<file path="config.mk">
export PLATFORM = sky130hd
export DESIGN_NAME = blex_ctrl
export DESIGN_NICKNAME = d
export VERILOG_FILES = /design/src/rtl/core/blex_pkg.sv /design/src/rtl/core/blex_ctrl.sv
export SDC_FILE = /design/constraint.sdc
export NUM_CORES = 1
export LEC_CHECK = 0
export CAP_MARGIN = 40
export CELL_PAD_IN_SITES_DETAIL_PLACEMENT = 1
export CELL_PAD_IN_SITES_GLOBAL_PLACEMENT = 1
export CORE_MARGIN = 8
export CORE_UTILIZATION = 40
export CTS_CLUSTER_SIZE = 10
export DETAILED_ROUTE_END_ITERATION = 10
export DONT_BUFFER_PORTS = 1
export GPL_ROUTABILITY_DRIVEN = 0
export GPL_TIMING_DRIVEN = 0
export PLACE_DENSITY_LB_ADDON = 0.1
export RECOVER_POWER = 25
export SYNTH_ARGS = -nofsm -noshare
export SYNTH_HDL_FRONTEND = slang
export SYNTH_SLANG_ARGS = --single-unit
export TNS_END_PERCENT = 10
</file>
<file path="constraint.sdc">
create_clock -name clk -period 4.93 [get_ports clk]
set_input_delay 1.479 -clock clk [delete_from_list [all_inputs] [get_ports clk]]
set_output_delay 1.479 -clock clk [all_outputs]
set_load 0.01 [all_outputs]
</file>
<file path="src/rtl/core/blex_pkg.sv">
// Shared types and constants for the lexer with interning table.
// No dependencies.
package blex_pkg;

    localparam int KIND_W = 5;
    localparam int ERR_W = 2;

    localparam logic [4:0] K_ID = 5'd0;
    localparam logic [4:0] K_STRING = 5'd1;
    localparam logic [4:0] K_INTEGER = 5'd2;
    localparam logic [4:0] K_REAL = 5'd3;
    localparam logic [4:0] K_COLON = 5'd4;
    localparam logic [4:0] K_SHARP = 5'd5;
    localparam logic [4:0] K_OPEN = 5'd6;
    localparam logic [4:0] K_CLOSE = 5'd7;
    localparam logic [4:0] K_ASSIGN = 5'd8;
    localparam logic [4:0] K_COMMA = 5'd9;
    localparam logic [4:0] K_SEMI = 5'd10;
    localparam logic [4:0] K_NE = 5'd11;
    localparam logic [4:0] K_GT = 5'd12;
    localparam logic [4:0] K_GE = 5'd13;
    localparam logic [4:0] K_LT = 5'd14;
    localparam logic [4:0] K_LE = 5'd15;
    localparam logic [4:0] K_PLUS = 5'd16;
    localparam logic [4:0] K_MINUS = 5'd17;
    localparam logic [4:0] K_SLASH = 5'd18;
    localparam logic [4:0] K_STAR = 5'd19;
    localparam logic [4:0] K_CARET = 5'd20;
    localparam logic [4:0] K_NEWLINE = 5'd21;
    localparam logic [4:0] K_END = 5'd22;

    localparam logic [1:0] E_NONE = 2'd0;
    localparam logic [1:0] E_TRUNC = 2'd1;
    localparam logic [1:0] E_FULL = 2'd2;
    localparam logic [1:0] E_OPEN = 2'd3;

    localparam logic [7:0] C_CR = 8'd13;
    localparam logic [7:0] C_LF = 8'd10;
    localparam logic [7:0] C_DOLLAR = 8'h24;
    localparam logic [7:0] C_PERCENT = 8'h25;
    localparam logic [7:0] C_DOT = 8'h2e;
    localparam logic [7:0] C_QUOTE = 8'h22;

    typedef enum logic [2:0] {
        M_IDLE, M_AFTER_CR, M_STRING, M_NUMBER, M_IDENT, M_LESS, M_GREATER
    } scan_mode_t;

    typedef enum logic [3:0] {
        S_IN, S_DISPATCH, S_SEARCH_REQ, S_SEARCH_LEN, S_CMP, S_APPEND,
        S_OUT, S_RESTART, S_END
    } ctrl_state_t;

    typedef struct packed {
        logic [4:0] kind;
        logic [1:0] err;
        logic       has;
    } tok_t;

    function automatic logic is_digit(input logic [7:0] c);
        return c >= 8'h30 && c <= 8'h39;
    endfunction

    function automatic logic is_letter(input logic [7:0] c);
        return (c >= 8'h61 && c <= 8'h7a) || (c >= 8'h41 && c <= 8'h5a);
    endfunction

    function automatic logic [5:0] single_kind(input logic [7:0] c);
        case (c)
            8'h3a: return {1'b1, K_COLON};
            8'h23: return {1'b1, K_SHARP};
            8'h28: return {1'b1, K_OPEN};
            8'h29: return {1'b1, K_CLOSE};
            8'h3d: return {1'b1, K_ASSIGN};
            8'h2c: return {1'b1, K_COMMA};
            8'h3b: return {1'b1, K_SEMI};
            8'h2b: return {1'b1, K_PLUS};
            8'h2d: return {1'b1, K_MINUS};
            8'h2f: return {1'b1, K_SLASH};
            8'h2a: return {1'b1, K_STAR};
            8'h5e: return {1'b1, K_CARET};
            default: return 6'd0;
        endcase
    endfunction

endpackage

</file>
<file path="src/rtl/core/blex_ctrl.sv">
// Scanner state machine and interning sequencer.
// Depends on blex_pkg; commands blex_datapath.
module blex_ctrl import blex_pkg::*; #(
    parameter int MAX_LEXEME = 32,
    parameter int SYMBOLS = 256
) (
    input  logic clk,
    input  logic rst_n,
    input  logic in_valid,
    input  logic [7:0] in_byte,
    input  logic in_eoi,
    output logic in_ready,
    output logic out_valid,
    input  logic out_ready,
    output tok_t out_tok,
    output logic [7:0] out_idx,
    output logic out_last,
    output logic [7:0] wr_byte,
    output logic lex_clear,
    output logic lex_push,
    output logic [$clog2(SYMBOLS+1)-1:0] sym_idx,
    output logic [$clog2(MAX_LEXEME+1)-1:0] pos,
    output logic rd_en,
    output logic app_en,
    input  logic [$clog2(MAX_LEXEME+1)-1:0] lex_len,
    input  logic [$clog2(MAX_LEXEME+1)-1:0] sym_len,
    input  logic byte_eq
);
    localparam int LW = $clog2(MAX_LEXEME + 1);
    localparam int CW = $clog2(SYMBOLS + 1);

    ctrl_state_t state_reg, state_next;
    scan_mode_t mode_reg, mode_next;
    logic dot_reg, dot_next, trunc_reg, trunc_next;
    logic [7:0] c_reg, c_next;
    logic eoi_reg, eoi_next;
    logic [CW-1:0] cnt_reg, cnt_next, idx_reg, idx_next;
    logic [LW-1:0] pos_reg, pos_next;
    tok_t tok_reg, tok_next;
    logic [7:0] oidx_reg, oidx_next;
    logic olast_reg, olast_next;
    logic after_reg, after_next;
    logic [1:0] then_reg, then_next;
    logic [4:0] wkind_reg, wkind_next;

    localparam logic [1:0] T_DONE = 2'd0;
    localparam logic [1:0] T_RESTART = 2'd1;
    localparam logic [1:0] T_END = 2'd2;

    always_ff @(posedge clk or negedge rst_n)
    begin
        if (!rst_n)
        begin
            state_reg <= S_IN;
            mode_reg <= M_IDLE;
            dot_reg <= 1'b0;
            trunc_reg <= 1'b0;
            cnt_reg <= '0;
        end
        else
        begin
            state_reg <= state_next;
            mode_reg <= mode_next;
            dot_reg <= dot_next;
            trunc_reg <= trunc_next;
            cnt_reg <= cnt_next;
        end
    end

    always_ff @(posedge clk)
    begin
        c_reg <= c_next;
        eoi_reg <= eoi_next;
        idx_reg <= idx_next;
        pos_reg <= pos_next;
        tok_reg <= tok_next;
        oidx_reg <= oidx_next;
        olast_reg <= olast_next;
        after_reg <= after_next;
        then_reg <= then_next;
        wkind_reg <= wkind_next;
    end

    assign out_tok = tok_reg;
    assign out_idx = oidx_reg;
    assign out_last = olast_reg;
    assign sym_idx = idx_reg;
    assign pos = pos_reg;
    assign wr_byte = c_reg;

    always_comb
    begin
        logic [5:0] sk;
        logic [LW-1:0] lim;
        state_next = state_reg;
        mode_next = mode_reg;
        dot_next = dot_reg;
        trunc_next = trunc_reg;
        c_next = c_reg;
        eoi_next = eoi_reg;
        cnt_next = cnt_reg;
        idx_next = idx_reg;
        pos_next = pos_reg;
        tok_next = tok_reg;
        oidx_next = oidx_reg;
        olast_next = olast_reg;
        after_next = after_reg;
        then_next = then_reg;
        wkind_next = wkind_reg;
        in_ready = 1'b0;
        out_valid = 1'b0;
        lex_clear = 1'b0;
        lex_push = 1'b0;
        rd_en = 1'b0;
        app_en = 1'b0;
        sk = single_kind(c_reg);
        lim = LW'(MAX_LEXEME);
        case (state_reg)
            S_IN:
            begin
                in_ready = 1'b1;
                if (in_valid)
                begin
                    c_next = in_byte;
                    eoi_next = in_eoi;
                    state_next = in_eoi ? S_END : S_DISPATCH;
                end
            end
            S_DISPATCH, S_RESTART:
            begin
                // In S_RESTART the byte starts a new token from idle.
                state_next = S_IN;
                then_next = T_DONE;
                after_next = state_reg == S_RESTART;
                tok_next = '{kind: K_END, err: E_NONE, has: 1'b0};
                oidx_next = '0;
                olast_next = 1'b1;
                if (state_reg == S_RESTART || mode_reg == M_IDLE)
                begin
                    mode_next = M_IDLE;
                    if (c_reg == C_CR)
                    begin
                        tok_next.kind = K_NEWLINE;
                        mode_next = M_AFTER_CR;
                        state_next = S_OUT;
                    end
                    else if (c_reg == C_QUOTE || is_digit(c_reg) || is_letter(c_reg))
                    begin
                        lex_clear = 1'b1;
                        lex_push = 1'b1;
                        trunc_next = 1'b0;
                        dot_next = 1'b0;
                        mode_next = c_reg == C_QUOTE ? M_STRING :
                                    is_digit(c_reg) ? M_NUMBER : M_IDENT;
                    end
                    else if (sk[5])
                    begin
                        tok_next.kind = sk[4:0];
                        state_next = S_OUT;
                    end
                    else if (c_reg == 8'h3c)
                        mode_next = M_LESS;
                    else if (c_reg == 8'h3e)
                        mode_next = M_GREATER;
                end
                else
                begin
                    case (mode_reg)
                        M_AFTER_CR:
                        begin
                            mode_next = M_IDLE;
                            if (c_reg != C_LF)
                                state_next = S_RESTART;
                        end
                        M_STRING:
                        begin
                            if (c_reg != C_QUOTE)
                                lim = LW'(MAX_LEXEME - 1);
                            if (lex_len < lim)
                                lex_push = 1'b1;
                            else
                                trunc_next = 1'b1;
                            if (c_reg == C_QUOTE)
                            begin
                                wkind_next = K_STRING;
                                mode_next = M_IDLE;
                                state_next = S_SEARCH_REQ;
                            end
                        end
                        M_NUMBER:
                        begin
                            if (is_digit(c_reg) || (c_reg == C_DOT && !dot_reg))
                            begin
                                if (c_reg == C_DOT)
                                    dot_next = 1'b1;
                                if (lex_len < lim)
                                    lex_push = 1'b1;
                                else
                                    trunc_next = 1'b1;
                            end
                            else
                            begin
                                wkind_next = dot_reg ? K_REAL : K_INTEGER;
                                then_next = T_RESTART;
                                state_next = S_SEARCH_REQ;
                            end
                        end
                        M_IDENT:
                        begin
                            if (is_letter(c_reg) || c_reg == C_DOLLAR ||
                                c_reg == C_PERCENT)
                            begin
                                if (is_letter(c_reg))
                                    lim = LW'(MAX_LEXEME - 1);
                                if (lex_len < lim)
                                    lex_push = 1'b1;
                                else
                                    trunc_next = 1'b1;
                                if (!is_letter(c_reg))
                                begin
                                    wkind_next = K_ID;
                                    mode_next = M_IDLE;
                                    state_next = S_SEARCH_REQ;
                                end
                            end
                            else
                            begin
                                wkind_next = K_ID;
                                then_next = T_RESTART;
                                state_next = S_SEARCH_REQ;
                            end
                        end
                        M_LESS, M_GREATER:
                        begin
                            mode_next = M_IDLE;
                            state_next = S_OUT;
                            if (c_reg == 8'h3d)
                                tok_next.kind = mode_reg == M_LESS ? K_LE : K_GE;
                            else if ((mode_reg == M_LESS && c_reg == 8'h3e) ||
                                     (mode_reg == M_GREATER && c_reg == 8'h3c))
                                tok_next.kind = K_NE;
                            else
                            begin
                                tok_next.kind = mode_reg == M_LESS ? K_LT : K_GT;
                                olast_next = !(c_reg == C_CR || sk[5]);
                                then_next = T_RESTART;
                            end
                        end
                        default: mode_next = M_IDLE;
                    endcase
                end
                if (state_next == S_SEARCH_REQ)
                begin
                    idx_next = '0;
                    pos_next = '0;
                    // Only a carriage return or an operator byte gives a second token.
                    if (then_next == T_RESTART)
                        olast_next = !(c_reg == C_CR || sk[5]);
                end
            end
            S_END:
            begin
                after_next = 1'b0;
                oidx_next = '0;
                then_next = T_END;
                olast_next = 1'b0;
                idx_next = '0;
                pos_next = '0;
                state_next = S_OUT;
                tok_next = '{kind: K_END, err: E_NONE, has: 1'b0};
                mode_next = M_IDLE;
                case (mode_reg)
                    M_STRING: tok_next = '{kind: K_STRING, err: E_OPEN, has: 1'b0};
                    M_NUMBER:
                    begin
                        wkind_next = dot_reg ? K_REAL : K_INTEGER;
                        state_next = S_SEARCH_REQ;
                    end
                    M_IDENT:
                    begin
                        wkind_next = K_ID;
                        state_next = S_SEARCH_REQ;
                    end
                    M_LESS: tok_next.kind = K_LT;
                    M_GREATER: tok_next.kind = K_GT;
                    default:
                    begin
                        then_next = T_DONE;
                        olast_next = 1'b1;
                    end
                endcase
                dot_next = 1'b0;
            end
            S_SEARCH_REQ:
            begin
                if (idx_reg == cnt_reg)
                begin
                    tok_next.kind = wkind_reg;
                    if (cnt_reg == CW'(SYMBOLS))
                    begin
                        tok_next.has = 1'b0;
                        tok_next.err = E_FULL;
                        oidx_next = '0;
                        state_next = S_OUT;
                    end
                    else
                    begin
                        pos_next = '0;
                        state_next = S_APPEND;
                    end
                end
                else
                begin
                    rd_en = 1'b1;
                    state_next = S_SEARCH_LEN;
                end
            end
            S_SEARCH_LEN:
            begin
                if (sym_len == lex_len && pos_reg == lex_len)
                begin
                    tok_next = '{kind: wkind_reg, err: trunc_reg ? E_TRUNC : E_NONE,
                                 has: 1'b1};
                    oidx_next = 8'(idx_reg);
                    state_next = S_OUT;
                end
                else if (sym_len != lex_len || !byte_eq)
                begin
                    idx_next = idx_reg + CW'(1);
                    pos_next = '0;
                    state_next = S_SEARCH_REQ;
                end
                else
                begin
                    pos_next = pos_reg + LW'(1);
                    state_next = S_CMP;
                end
            end
            S_CMP:
            begin
                if (pos_reg == lex_len)
                    state_next = S_SEARCH_LEN;
                else
                begin
                    rd_en = 1'b1;
                    state_next = S_SEARCH_LEN;
                end
            end
            S_APPEND:
            begin
                app_en = 1'b1;
                pos_next = pos_reg + LW'(1);
                if (pos_reg + LW'(1) >= lex_len)
                begin
                    tok_next = '{kind: wkind_reg, err: trunc_reg ? E_TRUNC : E_NONE,
                                 has: 1'b1};
                    oidx_next = 8'(idx_reg);
                    cnt_next = cnt_reg + CW'(1);
                    state_next = S_OUT;
                end
            end
            S_OUT:
            begin
                out_valid = 1'b1;
                if (out_ready)
                begin
                    if (then_reg == T_RESTART)
                        state_next = S_RESTART;
                    else if (then_reg == T_END)
                    begin
                        tok_next = '{kind: K_END, err: E_NONE, has: 1'b0};
                        oidx_next = '0;
                        olast_next = 1'b1;
                        then_next = T_DONE;
                        trunc_next = 1'b0;
                    end
                    else
                        state_next = S_IN;
                end
            end
            default: state_next = S_IN;
        endcase
        if (after_reg)
            after_next = 1'b0;
    end
endmodule

</file>
==> results of run 1 <==
logic make-up (layout without fill, tap and decap cells):
| kind of cell | Yosys count | count (layout) | share of synthesized area |
|---|---|---|---|
| compound gates | 116 | 116 | 0.167 |
| xor+xnor | 44 | 44 | 0.0864 |
| fa+ha+maj | 20 | 20 | 0.0550 |
| buf+inv | 43 | 62 | 0.0418 |
| flops | 62 | 62 | 0.389 |
| mux | 1 | 1 | 0.00220 |
| simple gates | 211 | 211 | 0.258 |
repair_timing:
action	4_1_cts	5_1_grt
endpoints found under the setup margin	1	1
resized for setup	2	4
pin swaps	0	1
worst max-delay path, cell delays in order, from the launching register on:
cell	delay, ps
edfxtp_1	460
clkbuf_1	250
nor2_1	310
nand4b_2	310
inv_2	210
ha_1	260
o2111ai_1	190
a211oi_1	80
a2111oi_2	440
o221ai_1	190
nand3_1	150
report_power, final:
| group | switching [mW] | leakage, nW | internal, mW |
|---|---|---|---|
| clock | 0.244 | 0.142 | 0.391 |
| combinational | 0.882 | 1.19 | 0.512 |
| sequential | 0.295 | 0.656 | 0.866 |
cells in the final DEF, fill, tap and decap left out, drive strengths merged, types with 19 or more instances in the layout:
cell type	Yosys	final
xnor2	20	20
a21oi	32	32
and2	19	19
xor2	24	24
ha	20	20
o21ai	23	23
nand2	44	44
clkbuf	12	23
edfxtp	44	44
nor2	40	40
worst paths after layout:
kind | startpoint | endpoint | cells past startpoint
worst min-delay path | trunc_reg | trunc_reg | 1
worst min register to register | trunc_reg | trunc_reg | 1
max in group asynchronous | rst_n | trunc_reg | 0
worst max register to register | pos[0] | out_idx[2] | 10
worst max-delay path | wr_byte[3] | lex_push | 10
min in group asynchronous | rst_n | cnt_reg[8] | 0
final cells by class:
| class | count | area (sq um) | share of cell area |
|---|---|---|---|
| Clock buffer | 9 | 225 | 0.0445 |
| Multi-Input combinational cell | 392 | 2610 | 0.515 |
| Tap cell | 143 | 179 | 0.0353 |
| Sequential cell | 62 | 1770 | 0.350 |
| Clock inverter | 7 | 72.6 | 0.0143 |
| Inverter | 18 | 72.6 | 0.0143 |
| Timing Repair Buffer | 3 | 17.5 | 0.00346 |
| Buffer | 25 | 118 | 0.0232 |
layer usage:
layer / track usage / share of wire / vias to the layer above
met5: 0 / 0 / -
met4: 0.0693 / 0.023 / 0
met3: 0.0524 / 0.057 / 25
met2: 0.340 / 0.49 / 119
met1: 0.242 / 0.43 / 1924
li1: - / - / 1869
synthesized netlist by cell type (3+ instances only):
library cell and count:
nor4_1 10, o31ai_1 5, xor2_1 24, buf_2 10, a22oi_1 3, ha_1 20
xnor2_1 19, o22ai_1 8, edfxtp_1 44, a22o_1 4, o21ai_0 21, a21oi_1 32
nor4b_1 3, a21o_1 3, or4_1 4, and2_1 19, nand3_1 14, nor3_1 15
inv_1 17, nand4_1 4, nand2b_1 17, and3_1 9, o221ai_1 3, a211oi_1 3
a41oi_1 3, clkbuf_1 12, nor2_1 40, a31oi_1 6, nor2b_1 8, nand2_1 44
dfrtp_1 18
==> run_results.csv, run 1 <==
group,metric,value,unit
outcome,status,"finished clean",
route,drtAntennaViolNets,0,
power,p_per_area,630,nW/um^2
power,finalPower,3.19,mW
sta,hold_viol,0,
flow_run,timing.max_cap.violations,0,
cells_and_area,fin_cells,659,
route,drt-wirelength-per-cell,21.8,microns
synthesis,ys_seq_area_frac,0.389,
synthesis,synth_edf_count,44,
cts,cts_hold_buffers,0,
cts,h-tree-depth,3,
synthesis,synthCells,497,
synthesis,async_flop_share,0.290,
floorplan,die_w,123,microns
synthesis,yosysUniqueCellTypes,76,
setup_path,end_kind,"output pin",
place,dpl-instance-area,4750,sq um
cells_and_area,nNetsFinal,557,
setup_path,start_kind,"flop",
cts,path_clk_slew,60,ps
sta,fin_ws,246,ps
sta,setup_viol,0,
cts,clock_path_buffers,2,
place,place_inst,643,
cts,cts_tree,"done",
power,power.leakage,1.99,nW
place,dpl_worst_slack,131,ps
sta,clock.fmax,214,MHz
sta,fin_crit,4680,ps
global_route,grt_pass1_wl,23.4,mm
cells_and_area,diodes,0,
hold_path,hold_path.class,"reg -> reg",
global_route,grt_overflow,0,
synthesis,synth_ff_type,"edfxtp_1",
synthesis,syn_area,4550,sq um
place,dpl.hpwl,11.3,mm
floorplan,fp.dieH,123,microns
floorplan,die-area,15000,sq um
cts,cts_num_sinks,62,
sta,final.period_utilization,0.950,
route,vias,3937,
sta,final_max_slew_viol_count,0,
sta,worst_hold_slack,505,ps
route,routed_wl,14.4,mm
route,drtPass1Iterations,5,
setup_path,critPathMaxFanout,9,
setup_path,path_class,"reg -> out",
cells_and_area,utilization,0.449,
synthesis,yosysWarnings,0,
floorplan,start_util,0.404,
setup_path,r2r_slack,1500,ps
route,drc_errors,0,
synthesis,synth.avg_cell_area,9.15,sq um
setup_path,arrival,3200,ps
cells_and_area,layout-drive-gt1-share,0.0872,
synthesis,synth_top_area_frac,0.290,
power,ir_worst_vdd,0.324,mV
sta,worst_pin_slew,880,ps
sta,rsz0062_at_grt,"false",
route,drt_iter0_markers,243,
setup_path,cp.required,3450,ps
floorplan,core_area,11300,sq um
place,io_buffers,0,
cts,clk_latency,340,ps
floorplan,num_rows,39,
global_route,track_usage,0.201,
sta,skew,5.74,ps
cts,cts_made_buffers,9,
cells_and_area,syn_to_final_growth,11.4,%
global_route,antenna_found_initial,0,
cts,cts_root_buffer,"clkbuf_16",
cts,postCtsSetupRepairBufs,0,
global_route,grt_pass1_vias,4170,
global_route,grt_max_degree,19,
sta,slew_headroom,0.409,
sta,setup_tns,0,ps
cells_and_area,stdcell_area,5070,sq um
synthesis,synth.net_count,543,
route,routed_via_density,5.97,
synthesis,yosysTopAreaCell,"edfxtp_1",
cells_and_area,fillers,1287,
floorplan,ios,72,
synthesis,synthTopCellsByArea,"edfxtp_1, dfrtp_1, ha_1",
synthesis,ys_ff_latch,62,
Power figures use the tool's default switching activity.
==> run 2, diff against run 1 <==
--- a/config.mk
+++ b/config.mk
@@ -17,6 +17,7 @@
 export GPL_TIMING_DRIVEN = 0
 export PLACE_DENSITY_LB_ADDON = 0.1
 export RECOVER_POWER = 25
+export REMOVE_ABC_BUFFERS = 1
 export SYNTH_ARGS = -nofsm -noshare
 export SYNTH_HDL_FRONTEND = slang
 export SYNTH_SLANG_ARGS = --single-unit
==> run 2 against run 1 <==
Against the previous run: critical path depth is 2 lower; via count is 3.2% lower; register-to-register slack better by 100 ps; routed wire length is 3.0% lower; critical path type unchanged; largest cell class unchanged; highest routed layer unchanged.
==> run_results.csv, run 2 (same netlist as run 1, synthesis figures left out) <==
group,metric,value,unit
route,vias,3810,
cts,clk_latency,330,ps
cts,path_clk_slew,60,ps
sta,worst_pin_slew,840,ps
place,place_inst,619,
setup_path,cp_slowest_cell,"edfxtp_1",
route,drtPass1Iterations,4,
cts,cts_root_buffer,"clkbuf_16",
hold_path,hold_path.class,"reg -> reg",
sta,final.period_utilization,0.947,
sta,worst_hold_slack,513,ps
floorplan,fp.dieH,123,microns
route,routed_wl,13.9,mm
cells_and_area,layout-drive-gt1-share,0.0785,
cells_and_area,mostFrequentLayoutCells,"nand2_1, edfxtp_1, nor2_1",
floorplan,die-area,15000,sq um
power,p_per_area,635,nW/um^2
cells_and_area,syn_to_final_growth,10.3,%
floorplan,num_rows,39,
setup_path,max_stage_delay,760,ps
floorplan,core_area,11300,sq um
cts,h-tree-depth,3,
place,dpl.hpwl,10.6,mm
cells_and_area,fillers,1277,
setup_path,end_kind,"output pin",
setup_path,cp_num_buf_inv,1,
sta,clock.fmax,214,MHz
route,drtAntennaViolNets,0,
global_route,antenna_found_initial,0,
floorplan,die_w,123,microns
cts,cts_tree,"done",
route,routed_via_density,5.95,
cts,clock_path_buffers,2,
cells_and_area,diodes,0,
cells_and_area,stdcell_area,5020,sq um
global_route,grt_max_degree,21,
setup_path,path_class,"reg -> out",
global_route,track_usage,0.188,
setup_path,start_kind,"flop",
floorplan,start_util,0.404,
setup_path,critPathMaxFanout,17,
setup_path,cp.required,3450,ps
flow_run,timing.max_cap.violations,0,
setup_path,path_cells,"nor2_1, a211oi_2, inv_1, ha_1, or4_1, a21oi_1, o21ai_0, nand3_1",
route,drc_errors,0,
sta,slew_headroom,0.435,
outcome,status,"finished clean",
place,io_buffers,0,
global_route,grt_overflow,0,
cts,cts_num_sinks,62,
floorplan,ios,72,
setup_path,critical-path-top-delay-family,"simple AND/OR/NAND/NOR gates",
cells_and_area,nNetsFinal,538,
cts,cts_made_buffers,9,
sta,hold_viol,0,
power,power.leakage,1.97,nW
global_route,grt_pass1_vias,3827,
sta,fin_crit,4670,ps
route,drt_iter0_markers,205,
place,dpl-instance-area,4640,sq um
power,ir_worst_vdd,0.296,mV
power,finalPower,3.18,mW
setup_path,arrival,3190,ps
cells_and_area,fin_cells,640,
sta,final_max_slew_viol_count,0,
global_route,grt_pass1_wl,21.7,mm
sta,setup_tns,0,ps
sta,skew,7.70,ps
sta,rsz0062_at_grt,"false",
route,drt-wirelength-per-cell,21.8,microns
sta,setup_viol,0,
-- run 2: cell types whose count changed in the layout (fill, tap and decap cells not counted), sizes merged --
cell	before	now
clkbuf	23	11
buf	14	7
clkinvlp	2	1
clkdlybuf4s18	0	1
bufinv	1	2
inv	18	17
-- run 2: worst paths after layout --
check	startpoint	end	slack [ps]	cells past startpoint
setup / recovery	wr_byte[2]	lex_push	260	8
hold / removal	trunc_reg	trunc_reg	510	1
setup reg to reg	pos[0]	out_idx[7]	1600	10
hold reg to reg	trunc_reg	trunc_reg	510	1
max in group asynchronous	rst_n	state_reg[1]	4010	0
min in group asynchronous	rst_n	cnt_reg[8]	840	0
-- run 2: area by class of cell --
cell class / count / area (sq um) / area share
multi-input cells: 392 / 2610 / 0.520
clock inverters: 6 / 85.1 / 0.0170
flip-flops and latches: 62 / 1770 / 0.353
inverters: 18 / 72.6 / 0.0145
well taps: 143 / 179 / 0.0357
clock buffers: 10 / 239 / 0.0476
repair buffers: 9 / 62.6 / 0.0125
-- run 2: what timing repair did --
item / in CTS / in global routing
setup endpoints to repair: 1 / 1
resized for setup: 3 / 1
hold buffers: 0 / 0
setup buffers: 2 / 3
-- run 2: power breakdown --
part,switching (mW),internal (mW)
combinational,0.744,0.490
sequential,0.397,0.864
clock,0.236,0.454
total,1.38,1.81
-- run 2: stage by stage --
step | utilization | setup slack [ps]
after floorplan | - | 669
after global placement | 0.409 | -15.8
after detailed placement | 0.412 | -64.5
after CTS | 0.443 | 87.6
after global routing | 0.445 | 8.85
final | 0.445 | 260
-- run 2: layer usage --
metal / wire (microns) / track usage / share of wire / vias to the layer above
met1: 5950 / 0.228 / 0.43 / 1870
met5: 0 / 0 / 0 / -
li1: - / - / - / 1833
met2: 6970 / 0.322 / 0.50 / 94
met4: 221 / 0.0579 / 0.016 / 0
met3: 792 / 0.0460 / 0.057 / 13
==> run 3, diff against run 2 <==
--- a/config.mk
+++ b/config.mk
@@ -15,7 +15,7 @@
 export DONT_BUFFER_PORTS = 1
 export GPL_ROUTABILITY_DRIVEN = 0
 export GPL_TIMING_DRIVEN = 0
-export PLACE_DENSITY_LB_ADDON = 0.1
+export PLACE_DENSITY_LB_ADDON = 0.05
 export RECOVER_POWER = 25
 export REMOVE_ABC_BUFFERS = 1
 export SYNTH_ARGS = -nofsm -noshare
==> run 3 against run 2 <==
Against the previous run: cell count grew 0.31%; highest routed layer unchanged; first-iteration DRC count grew 32%; critical path type unchanged; largest power group is now combinational cells; worst setup slack lost 1.7 ps; critical endpoint unchanged.
==> run_results.csv, run 3 (same netlist as run 1, synthesis figures left out) <==
group,metric,value,unit
setup_path,end_kind,"output pin",
cells_and_area,diodes,0,
sta,worst_pin_slew,992,ps
global_route,grt_pass1_wl,22.1,mm
route,drt_iter0_markers,271,
cts,cts_made_buffers,9,
cells_and_area,mostFrequentLayoutCells,"nand2_1, edfxtp_1, nor2_1",
cells_and_area,fin_cells,642,
floorplan,die-area,15000,sq um
setup_path,cp.required,3450,ps
setup_path,critical-path-top-delay-family,"compound AO/OA/AOI/OAI gates",
sta,slew_headroom,0.333,
cells_and_area,layout-drive-gt1-share,0.0822,
flow_run,timing.max_cap.violations,0,
power,ir_worst_vdd,0.269,mV
hold_path,hold_depth,1,
setup_path,cp_num_buf_inv,1,
sta,final_max_slew_viol_count,0,
global_route,antenna_found_initial,0,
cts,path_clk_slew,60,ps
setup_path,arrival,3190,ps
cells_and_area,stdcell_area,5020,sq um
floorplan,num_rows,39,
route,vias,3852,
route,routed_wl,14.3,mm
global_route,track_usage,0.191,
route,drc_errors,0,
cells_and_area,utilization,0.445,
global_route,grt_max_degree,21,
setup_path,path_cells,"nor4b_4, nand4b_4, inv_2, ha_1, o2111ai_1, a211oi_1, a2111oi_2, o221ai_1, nand3_1",
setup_path,worstSetupPathDepth,9,
sta,final.period_utilization,0.948,
cts,h-tree-depth,3,
sta,skew,6.02,ps
place,io_buffers,0,
setup_path,start_kind,"flop",
cts,cts_num_sinks,62,
cts,clk_latency,330,ps
route,drtAntennaViolNets,0,
cells_and_area,nNetsFinal,540,
setup_path,critPathMaxFanout,8,
sta,fin_crit,4670,ps
place,dpl.hpwl,10.8,mm
sta,setup_viol,0,
cts,cts_tree,"done",
floorplan,fp.dieH,123,microns
setup_path,max_stage_delay,560,ps
global_route,grt_overflow,0,
setup_path,cp_slowest_cell,"edfxtp_1",
route,routed_via_density,6.00,
power,power.leakage,1.97,nW
setup_path,r2r_slack,1370,ps
sta,rsz0062_at_grt,"false",
cts,clock_path_buffers,2,
outcome,status,"finished clean",
cts,cts_root_buffer,"clkbuf_16",
sta,worst_hold_slack,526,ps
power,p_per_area,630,nW/um^2
cells_and_area,syn_to_final_growth,10.3,%
route,drt-wirelength-per-cell,22.3,microns
cells_and_area,fillers,1310,
global_route,grt_pass1_vias,3839,
place,dpl-instance-area,4650,sq um
hold_path,hold_path.class,"reg -> reg",
cts,cts_hold_buffers,0,
place,place_inst,619,
floorplan,start_util,0.404,
floorplan,core_area,11300,sq um
sta,hold_viol,0,
setup_path,r2r_cells,10,
floorplan,ios,72,
setup_path,path_class,"reg -> out",
sta,clock.fmax,214,MHz
floorplan,die_w,123,microns
route,drtPass1Iterations,4,
-- run 3: cell types whose count changed in the layout (fill, tap and decap cells not counted), sizes merged --
cell and change:
clkdlybuf4s15 +1, buf -1, inv +1, clkdlybuf4s18 -1
clkbuf +2, bufinv -1, clkinvlp +1
-- run 3: layer usage --
layer  global-route usage  up-vias  wire length [microns]
li1                     -     1833                      -
met2                0.313       83                   7040
met3               0.0538       10                    825
met1                0.244     1926                   6290
met5                    0        -                      0
met4               0.0487        0                    187
-- run 3: final cells by class --
cell class | instances | area (sq um) | area share
timing repair buffer | 11 | 78.8 | 0.0157
multi-input combinational | 392 | 2620 | 0.522
clock inverter | 7 | 72.6 | 0.0145
clock buffer | 9 | 225 | 0.0449
inverter | 18 | 72.6 | 0.0145
tap | 143 | 179 | 0.0357
sequential | 62 | 1770 | 0.353
-- run 3: power breakdown --
group	internal [mW]	switching (mW)	leakage [nW]
logic	0.499	0.775	1.17
registers	0.864	0.390	0.656
clock network	0.392	0.240	0.142
total	1.75	1.41	1.97
-- run 3: final timing paths --
path | start | endpoint
max | wr_byte[6] | lex_push
min reg2reg | trunc_reg | trunc_reg
min | trunc_reg | trunc_reg
max in group asynchronous | rst_n | trunc_reg
max reg2reg | pos[0] | out_idx[5]
min in group asynchronous | rst_n | cnt_reg[1]
-- run 3: what timing repair did --
action | 4_1_cts | 5_1_grt
setup endpoints to repair | 1 | 1
gates resized for setup | 3 | 3
setup buffers | 1 | 6
endpoints found under the hold margin | 0 | 0
gates cloned | 0 | 0
-- run 3: metrics by stage --
stage	setup slack (ps)	power, mW	TNS [ps]
final	259	3.16	0
after global routing	97.1	3.39	0
after CTS	37.9	3.17	0
after detailed placement	-128	2.51	-128
after global placement	-20.0	2.43	-20.0
after floorplan	669	2.05	0
